## src/rtl/core/u16u8_pkg.sv

```systemverilog
// u16u8_pkg: shared types, mode codes and the UTF-8 encode function
// for the UTF-16 / 8-bit to UTF-8 transcoder. No dependencies.
`default_nettype none

package u16u8_pkg;

  typedef enum logic [1:0] {
    MODE_UTF16LE  = 2'd0,
    MODE_UTF16BE  = 2'd1,
    MODE_EIGHTBIT = 2'd2,
    MODE_PASS     = 2'd3
  } mode_e;

  localparam int unsigned MaxBytes = 4;
  localparam int unsigned CntW     = 3;
  localparam int unsigned CpW      = 21;

  localparam logic [15:0]    HighFirst  = 16'hD800;
  localparam logic [15:0]    HighLast   = 16'hDBFF;
  // 0x10000 - 0xDC00, folded into one constant for the pair join
  localparam logic [CpW-1:0] PairOffset = 21'h10000 - 21'h0DC00;

  typedef struct packed {
    logic [MaxBytes-1:0][7:0] data;
    logic [CntW-1:0]          cnt;
  } enc_t;

  function automatic logic is_high(logic [15:0] u);
    return (u >= HighFirst) && (u <= HighLast);
  endfunction

  function automatic enc_t encode_cp(logic [CpW-1:0] cp);
    enc_t r;
    r.data = '0;
    if (cp < 21'h80) begin
      r.cnt     = 3'd1;
      r.data[0] = cp[7:0];
    end else if (cp < 21'h800) begin
      r.cnt     = 3'd2;
      r.data[0] = {3'b110, cp[10:6]};
      r.data[1] = {2'b10, cp[5:0]};
    end else if (cp < 21'h10000) begin
      r.cnt     = 3'd3;
      r.data[0] = {4'b1110, cp[15:12]};
      r.data[1] = {2'b10, cp[11:6]};
      r.data[2] = {2'b10, cp[5:0]};
    end else begin
      r.cnt     = 3'd4;
      r.data[0] = {5'b11110, cp[20:18]};
      r.data[1] = {2'b10, cp[17:12]};
      r.data[2] = {2'b10, cp[11:6]};
      r.data[3] = {2'b10, cp[5:0]};
    end
    return r;
  endfunction

endpackage

`default_nettype wire

```

## src/rtl/core/u16u8_intf.sv

```systemverilog
// Valid/ready channel interfaces for the transcoder: source bytes in,
// UTF-8 words out. No dependencies.
`default_nettype none

interface u16u8_in_if;
  logic       valid;
  logic       ready;
  logic [7:0] in_byte;
  logic       end_of_text;

  modport source (output valid, output in_byte, output end_of_text, input ready);
  modport sink   (input valid, input in_byte, input end_of_text, output ready);
endinterface

interface u16u8_out_if;
  logic       valid;
  logic       ready;
  logic [7:0] out_byte;
  logic       run_last;

  modport source (output valid, output out_byte, output run_last, input ready);
  modport sink   (input valid, input out_byte, input run_last, output ready);
endinterface

`default_nettype wire

```

## src/rtl/core/u16u8_encoder.sv

```systemverilog
// u16u8_encoder: mode register, unit pairing / surrogate state and the
// combinational UTF-8 encode of one source word. Uses u16u8_pkg.
`default_nettype none

module u16u8_encoder (
  input  wire logic            clk_i,
  input  wire logic            rst_ni,
  input  wire logic            cfg_we_i,
  input  wire logic [1:0]      cfg_data_i,
  input  wire logic            accept_i,
  input  wire logic [7:0]      byte_i,
  input  wire logic            last_i,
  output u16u8_pkg::enc_t      enc_o
);

  u16u8_pkg::mode_e mode_q;
  logic [7:0]  held_q, held_d;
  logic        held_vld_q, held_vld_d;
  logic [15:0] pend_q, pend_d;
  logic        pend_vld_q, pend_vld_d;

  logic [15:0]                   unit;
  logic [u16u8_pkg::CpW-1:0]     pair_cp;
  u16u8_pkg::enc_t               enc;

  assign unit = (mode_q == u16u8_pkg::MODE_UTF16BE) ? {held_q, byte_i} : {byte_i, held_q};
  assign pair_cp = {1'b0, pend_q[9:0], 10'b0} + {5'b0, unit} + u16u8_pkg::PairOffset;

  always_comb begin
    enc        = '0;
    held_d     = held_q;
    held_vld_d = held_vld_q;
    pend_d     = pend_q;
    pend_vld_d = pend_vld_q;
    unique case (mode_q)
      u16u8_pkg::MODE_UTF16LE, u16u8_pkg::MODE_UTF16BE: begin
        if (!held_vld_q) begin
          if (last_i) begin
            if (pend_vld_q) begin
              enc = u16u8_pkg::encode_cp({5'b0, pend_q});
            end
          end else begin
            held_d     = byte_i;
            held_vld_d = 1'b1;
          end
        end else begin
          held_d     = '0;
          held_vld_d = 1'b0;
          if (pend_vld_q) begin
            enc        = u16u8_pkg::encode_cp(pair_cp);
            pend_d     = '0;
            pend_vld_d = 1'b0;
          end else if (u16u8_pkg::is_high(unit) && !last_i) begin
            pend_d     = unit;
            pend_vld_d = 1'b1;
          end else begin
            enc = u16u8_pkg::encode_cp({5'b0, unit});
          end
        end
      end
      u16u8_pkg::MODE_EIGHTBIT: begin
        enc = u16u8_pkg::encode_cp({13'b0, byte_i});
      end
      u16u8_pkg::MODE_PASS: begin
        enc.cnt     = 3'd1;
        enc.data[0] = byte_i;
      end
      default: enc = '0;
    endcase
    if (last_i) begin
      held_d     = '0;
      held_vld_d = 1'b0;
      pend_d     = '0;
      pend_vld_d = 1'b0;
    end
  end

  assign enc_o = enc;

  always_ff @(posedge clk_i or negedge rst_ni) begin
    if (!rst_ni) begin
      mode_q     <= u16u8_pkg::MODE_UTF16LE;
      held_q     <= '0;
      held_vld_q <= 1'b0;
      pend_q     <= '0;
      pend_vld_q <= 1'b0;
    end else if (cfg_we_i) begin
      mode_q     <= u16u8_pkg::mode_e'(cfg_data_i);
      held_q     <= '0;
      held_vld_q <= 1'b0;
      pend_q     <= '0;
      pend_vld_q <= 1'b0;
    end else if (accept_i) begin
      held_q     <= held_d;
      held_vld_q <= held_vld_d;
      pend_q     <= pend_d;
      pend_vld_q <= pend_vld_d;
    end
  end

endmodule

`default_nettype wire

```

## src/rtl/core/u16u8_out_buf.sv

```systemverilog
// u16u8_out_buf: result register holding up to four UTF-8 bytes of one
// source word, sent out one word per cycle while ready. Uses u16u8_pkg.
`default_nettype none

module u16u8_out_buf (
  input  wire logic            clk_i,
  input  wire logic            rst_ni,
  input  wire logic            load_i,
  input  u16u8_pkg::enc_t      enc_i,
  output logic                 can_load_o,
  u16u8_out_if.source          out_o
);

  logic [u16u8_pkg::MaxBytes-1:0][7:0] data_q;
  logic [u16u8_pkg::CntW-1:0]          cnt_q, cnt_d;
  logic [1:0]                          idx_q, idx_d;
  logic                                pop;

  assign out_o.valid    = (cnt_q != '0);
  assign out_o.out_byte = data_q[idx_q];
  assign out_o.run_last = (cnt_q == 3'd1);
  assign pop            = out_o.valid && out_o.ready;
  assign can_load_o     = (cnt_q == '0) || ((cnt_q == 3'd1) && out_o.ready);

  always_comb begin
    cnt_d = cnt_q;
    idx_d = idx_q;
    if (load_i) begin
      cnt_d = enc_i.cnt;
      idx_d = '0;
    end else if (pop) begin
      cnt_d = cnt_q - 3'd1;
      idx_d = idx_q + 2'd1;
    end
  end

  always_ff @(posedge clk_i or negedge rst_ni) begin
    if (!rst_ni) begin
      cnt_q <= '0;
      idx_q <= '0;
    end else begin
      cnt_q <= cnt_d;
      idx_q <= idx_d;
    end
  end

  always_ff @(posedge clk_i) begin
    if (load_i) begin
      data_q <= enc_i.data;
    end
  end

endmodule

`default_nettype wire

```

## src/rtl/core/utf16_to_utf8_transcoder.sv

```systemverilog
// utf16_to_utf8_transcoder: top level, source bytes in, UTF-8 words out.
// Uses u16u8_pkg, u16u8_intf, u16u8_encoder, u16u8_out_buf.
//
// Usage:
// - in_i carries one source byte per word plus end_of_text on the final
//   byte of a text; out_o carries UTF-8 words, run_last on the last word
//   produced by one source byte.
// - cfg_we_i/cfg_data_i write source_mode (0 UTF-16 LE, 1 UTF-16 BE,
//   2 eight-bit, 3 pass through); a write drops any half unit and any
//   held high surrogate. Write only while idle.
// - Latency: the first UTF-8 word of a source byte is valid the cycle
//   after the byte is accepted. A byte producing no words leaves nothing.
// - Throughput: one source byte per cycle while each yields at most one
//   word and the receiver is ready; a byte yielding more words holds the
//   result register until its last word is taken, and the register is
//   reloaded in the same cycle its last word is taken.
// - Reset: mode UTF-16 LE, no held byte, no pending surrogate, output
//   empty.
// - Receiver stall: the current word holds and in_i.ready drops once the
//   result register cannot take a new byte.
`default_nettype none

module utf16_to_utf8_transcoder (
  input  wire logic       clk_i,
  input  wire logic       rst_ni,
  input  wire logic       cfg_we_i,
  input  wire logic [1:0] cfg_data_i,
  u16u8_in_if.sink        in_i,
  u16u8_out_if.source     out_o
);

  logic            accept;
  logic            can_load;
  u16u8_pkg::enc_t enc;

  assign in_i.ready = can_load;
  assign accept     = in_i.valid && can_load;

  u16u8_encoder u_encoder (
    .clk_i      (clk_i),
    .rst_ni     (rst_ni),
    .cfg_we_i   (cfg_we_i),
    .cfg_data_i (cfg_data_i),
    .accept_i   (accept),
    .byte_i     (in_i.in_byte),
    .last_i     (in_i.end_of_text),
    .enc_o      (enc)
  );

  u16u8_out_buf u_out_buf (
    .clk_i      (clk_i),
    .rst_ni     (rst_ni),
    .load_i     (accept),
    .enc_i      (enc),
    .can_load_o (can_load),
    .out_o      (out_o)
  );

endmodule

`default_nettype wire

```

## src/flat_wrapper.sv

```systemverilog
// flat-port wrapper written by rule: the top's interface ports become plain ports
module utf16_to_utf8_transcoder_flat 
  (clk_i, rst_ni, cfg_we_i, cfg_data_i, in_i_valid, in_i_in_byte, in_i_end_of_text, in_i_ready, out_o_valid, out_o_out_byte, out_o_run_last, out_o_ready);
  u16u8_in_if in_i_i ();
  u16u8_out_if out_o_i ();
  input  wire logic clk_i;
  input  wire logic rst_ni;
  input  wire logic cfg_we_i;
  input  wire logic [1:0] cfg_data_i;
  input wire logic [$bits(in_i_i.valid)-1:0] in_i_valid;
  input wire logic [$bits(in_i_i.in_byte)-1:0] in_i_in_byte;
  input wire logic [$bits(in_i_i.end_of_text)-1:0] in_i_end_of_text;
  output wire logic [$bits(in_i_i.ready)-1:0] in_i_ready;
  output wire logic [$bits(out_o_i.valid)-1:0] out_o_valid;
  output wire logic [$bits(out_o_i.out_byte)-1:0] out_o_out_byte;
  output wire logic [$bits(out_o_i.run_last)-1:0] out_o_run_last;
  input wire logic [$bits(out_o_i.ready)-1:0] out_o_ready;
  assign in_i_i.valid = in_i_valid;
  assign in_i_i.in_byte = in_i_in_byte;
  assign in_i_i.end_of_text = in_i_end_of_text;
  assign in_i_ready = in_i_i.ready;
  assign out_o_valid = out_o_i.valid;
  assign out_o_out_byte = out_o_i.out_byte;
  assign out_o_run_last = out_o_i.run_last;
  assign out_o_i.ready = out_o_ready;
  utf16_to_utf8_transcoder u_core (.clk_i(clk_i), .rst_ni(rst_ni), .cfg_we_i(cfg_we_i), .cfg_data_i(cfg_data_i), .in_i(in_i_i), .out_o(out_o_i));
endmodule
```

## config.mk

```make
export PLATFORM = sky130hd
export DESIGN_NAME = utf16_to_utf8_transcoder_flat
export DESIGN_NICKNAME = d
export VERILOG_FILES = /design/src/rtl/core/u16u8_pkg.sv /design/src/rtl/core/u16u8_intf.sv /design/src/rtl/core/u16u8_encoder.sv /design/src/rtl/core/u16u8_out_buf.sv /design/src/rtl/core/utf16_to_utf8_transcoder.sv /design/src/flat_wrapper.sv
export SDC_FILE = /design/constraint.sdc
export NUM_CORES = 1
export LEC_CHECK = 0
export ABC_AREA = 1
export BUFFER_PORTS_ARGS = -buffer_cell sky130_fd_sc_hd__buf_2
export CORE_MARGIN = 10
export CORE_UTILIZATION = 35
export DETAILED_ROUTE_END_ITERATION = 8
export HOLD_SLACK_MARGIN = 0.15
export PLACE_DENSITY = 0.56
export SYNTH_ARGS = -nofsm -noshare
export SYNTH_HDL_FRONTEND = slang
export SYNTH_SLANG_ARGS = --single-unit
```

## constraint.sdc

```tcl
create_clock -name clk_i -period 11.03 [get_ports clk_i]
set_input_delay 1.6545 -clock clk_i [delete_from_list [all_inputs] [get_ports clk_i]]
set_output_delay 1.6545 -clock clk_i [all_outputs]
set_load 0.02 [all_outputs]
```

==> results.md <==
- In the global route stage, overall resource usage came out at 0.180.
- In this run the cell area of the synthesized design comes to 0.00480 sq mm.
- Row generation in the floorplan step produced 42 rows.
- The final-layout setup total negative slack is 0 ps.
- The critical path class is in2reg.
- The transition at the pin with the smallest max-transition slack is roughly 1200 ps.
- The routability-driven placement congestion ratio is 1.03.
- The number of hold buffers added after CTS was 0.
- The first-pass GRT wire length is ~26 mm.
- The via count of the first global-routing pass is between 4k and 5k.
- The flow ran to the end, and the final reports show no timing, DRC or antenna violations.
- The area of combinational cells with multiple inputs is 0.00261 sq mm.
- The worst hold path passes through 2 cells.
- The worst setup path is captured at a register.
- The count of instances resized after the clock tree is built is 0.
- The standard cell area after detailed placement is ~0.0051 sq mm.
- For this run, the number of Yosys warnings is 0.
- Derived from the worst setup path, the maximum achievable clock frequency is ~210 MHz.
- The count of endpoints failing setup in the final report is 0.
- The number of antenna diodes in the final layout is 0.
- In this run the post-CTS setup repair buffer count came out at 0.
- The fraction of the mapped netlist area in adder cells is 0.0406.
- The relative slew slack is 0.218.
- Setup repair after global routing left no endpoint under its margin.
- The violation count after the first detailed-route iteration is 371.
- The most common library cell in the layout ignoring fill and taps is nand2_1.
- The count of placed standard cells including taps is ~850.
- The die covers 0.0188 sq mm.
- The fraction of synthesis flops using an asynchronous set or reset pin is 0.532.
- The share of synthesized area occupied by flip-flops and latches is 0.353.
- Yosys mapped a number of flops with a built-in enable equal to 29.
- The die boundary height is roughly 140 microns.
- The TritonCTS buffer count is 9.
- The max-slew violation count is 0.
- The area used by sequential logic in the layout is between 0.0015 and 0.002 sq mm.
- The area of the core region is around 0.013 sq mm.
- Of the total synthesized cell area, the portion taken by XOR and XNOR cells is 0.00365.
- The number of hold-slack violations in the final timing report was 0.
- The residual overflow from global routing is 0.
- For this run, the share of the core covered by cells in the final layout is 0.404.
- The maximum number of pins on one net before global-route repair is 34.
- The number of cells on the worst reg-to-reg path is 24.
- The most used flip-flop cell after synthesis is dfrtp_1.
- The overall via count from detail_route is 4701.
- The library cells used most frequently in the layout, excluding fill and tap cells, are 163 x nand2_1, 80 x inv_1, 66 x nor2_1, 48 x o21ai_0, 34 x nand3_1.
- VDD sags by at most between 0.08 and 0.09 mV.
- The clock passes through at most 2 buffers.
- Hold timing on the final database bottoms out at a slack of 500 ps.
- The number of different library cells in the post-synthesis netlist is 52.
- In the post-route analysis, the smallest setup slack over all paths is ~6300 ps.
- The number of filler cells placed in the layout is 1415.
- The detail route stage leaves a number of antenna-violating nets equal to 0.
- After synthesis, the share of cell area in mux cells is 0.
- The number of nets handed over by synthesis was 689.
- The number of iterations in the first detailed-routing pass is 6.
- The level count of the clock H-tree is 3.
- The data required time of the worst path is 11100 ps.
- The I/O pin count is 27.
- The compound-gate portion of the synthesized area is 0.218.
- The clock arrives with a little over 6 ps of skew.
- Relative to the synthesized area, the layout overhead comes to 12.3%.
- In this run, synthesis produced a sequential element count of 62.
- The average size of a mapped cell is 7.30 sq um.
- For this design, the sink count on the clock tree is 62.
- After clock tree synthesis, the clock-pin slew on the worst setup and hold paths is 60 ps.
- In the finished design, the share of the clock period the worst path needs comes to 0.428.
- The power density over the cells is between 150 and 200 mW/mm^2.
- The final critical delay including setup and external delays is around 4700 ps.
- The clock latency of the later-clocked register in the worst-skew pair is approximately 340 ps.
- In this run the horizontal extent of the chip is about 140 microns.
- Dividing the detail-routed wire length by the instance count gives between 15 and 20 microns.
- For this run, design rule violations remaining after detail routing come to 0.
- The final instance area is 0.00539 sq mm.
- The min-delay analysis places its worst path in the category reg2reg.
- The max capacitance violation total is 0.
- The worst setup path is launched from an input port.
- For this configuration, the core starts out at a cell density of 0.360.
- After synthesis, the largest family of logic cells by area is simple AND/OR/NAND/NOR gates.
- In this run the tool buffered the top-level ports with 26 buffer cells.
- The initial antenna violation count is 0.
- The arrival time at the worst endpoint is approximately 4800 ps.
- The CTS tree is built.
- Of the total synthesized cell area, the portion taken by AND, OR, NAND and NOR gates is 0.281.
- The post-layout instance count excluding filler cells is between 800 and 900.
- The final routed wirelength across all metal layers is approximately 17 mm.
- The fraction of final layout cells with drive strength greater than 1 is 0.159.
- After detailed routing, the number of vias per cell comes to between 5 and 6.
- Before CTS, the worst setup slack after placement is between 6000 and 7000 ps.
- The post-detailed-placement half-perimeter wirelength is roughly 13 mm.
- The highest fanout seen on the critical path is 5.
- The design draws 934 uW.
- In the synthesized netlist, the number of instances is between 600 and 700.
- The tree is rooted in a clkbuf_16.
- The net count of the finished layout is between 700 and 800.
- The static leakage power is between 2 and 3 nW.
-- area by class of cell --
class,instances,area share
clock buffer,10,0.0443
clock inverter,6,0.0174
inverter,100,0.0705
multi-input combinational,480,0.484
sequential,62,0.315
tap,176,0.0408
timing repair buffer,29,0.0283
-- worst max-delay path: stages --
cell,delay (ps)
buf_2,140
nand2_1,60
o21ai_1,180
inv_1,130
ha_1,200
inv_1,60
ha_1,240
inv_1,70
fa_1,390
inv_1,70
nand2_1,40
nand2_1,110
nand3_1,140
nand3_1,100
nand2_1,80
nor2_1,110
nand2_1,120
nor2_1,210
nand2_1,130
o21ai_0,260
o22ai_1,130
nand2_1,70
nand2_1,70
-- power breakdown --
group / total (mW) / switching (mW) / internal, mW
Combinational: 0.313 / 0.217 / 0.0960
Sequential: 0.306 / 0.0262 / 0.280
Clock: 0.315 / 0.109 / 0.205
-- logic make-up after synthesis --
group           Yosys count
fa+ha+maj                15
compound gates          162
flops                    62
buf+inv                 116
simple gates            301
xor+xnor                  2
-- cells in the mapped netlist, types with 8 or more instances --
library cell,count,area [sq um]
a21oi_1,31,155
edfxtp_1,29,871
nor2_1,66,248
o21ai_1,18,90.1
o22ai_1,18,113
o211ai_1,9,67.6
inv_1,80,300
nand2_1,163,612
inv_2,17,63.8
nand3_1,34,170
a32oi_1,8,70.1
o21ai_0,48,240
ha_1,14,175
dfrtp_1,33,826
nand2_2,10,62.6
-- layer usage --
metal	GRT usage	share of wire	up-vias
li1	-	-	2251
met4	0.0708	0.030	0
met3	0.0469	0.092	39
met1	0.237	0.44	2179
met5	0	0	-
met2	0.276	0.44	232
-- flip-flops by register name, summed over array words and instances, names as in the netlist --
signal                       cells
u_core.u_out_buf.idx_q           2
u_core.u_out_buf.cnt_q           3
u_core.u_encoder.pend_q         16
u_core.u_encoder.held_vld_q      1
u_core.u_out_buf.data_q         29
u_core.u_encoder.held_q          8
u_core.u_encoder.pend_vld_q      1
u_core.u_encoder.mode_q          2
-- final timing paths --
kind                                                          from                                       to  slack, ps
min                        u_core.u_encoder.pend_q[14]$_DFFE_PN0P_  u_core.u_encoder.pend_q[14]$_DFFE_PN0P_        500
min in group asynchronous                                   rst_ni    u_core.u_out_buf.idx_q[1]$_DFFE_PN0P_       1410
max reg2reg                 u_core.u_encoder.mode_q[1]$_DFFE_PN0P_    u_core.u_out_buf.data_q[11]$_DFFE_PP_       6330
min reg2reg                u_core.u_encoder.pend_q[14]$_DFFE_PN0P_  u_core.u_encoder.pend_q[14]$_DFFE_PN0P_        500
max in group asynchronous                                   rst_ni   u_core.u_encoder.pend_q[7]$_DFFE_PN0P_       9080
max                                                in_i_in_byte[2]    u_core.u_out_buf.data_q[11]$_DFFE_PP_       6300
(Power assumes the default switching activity.)
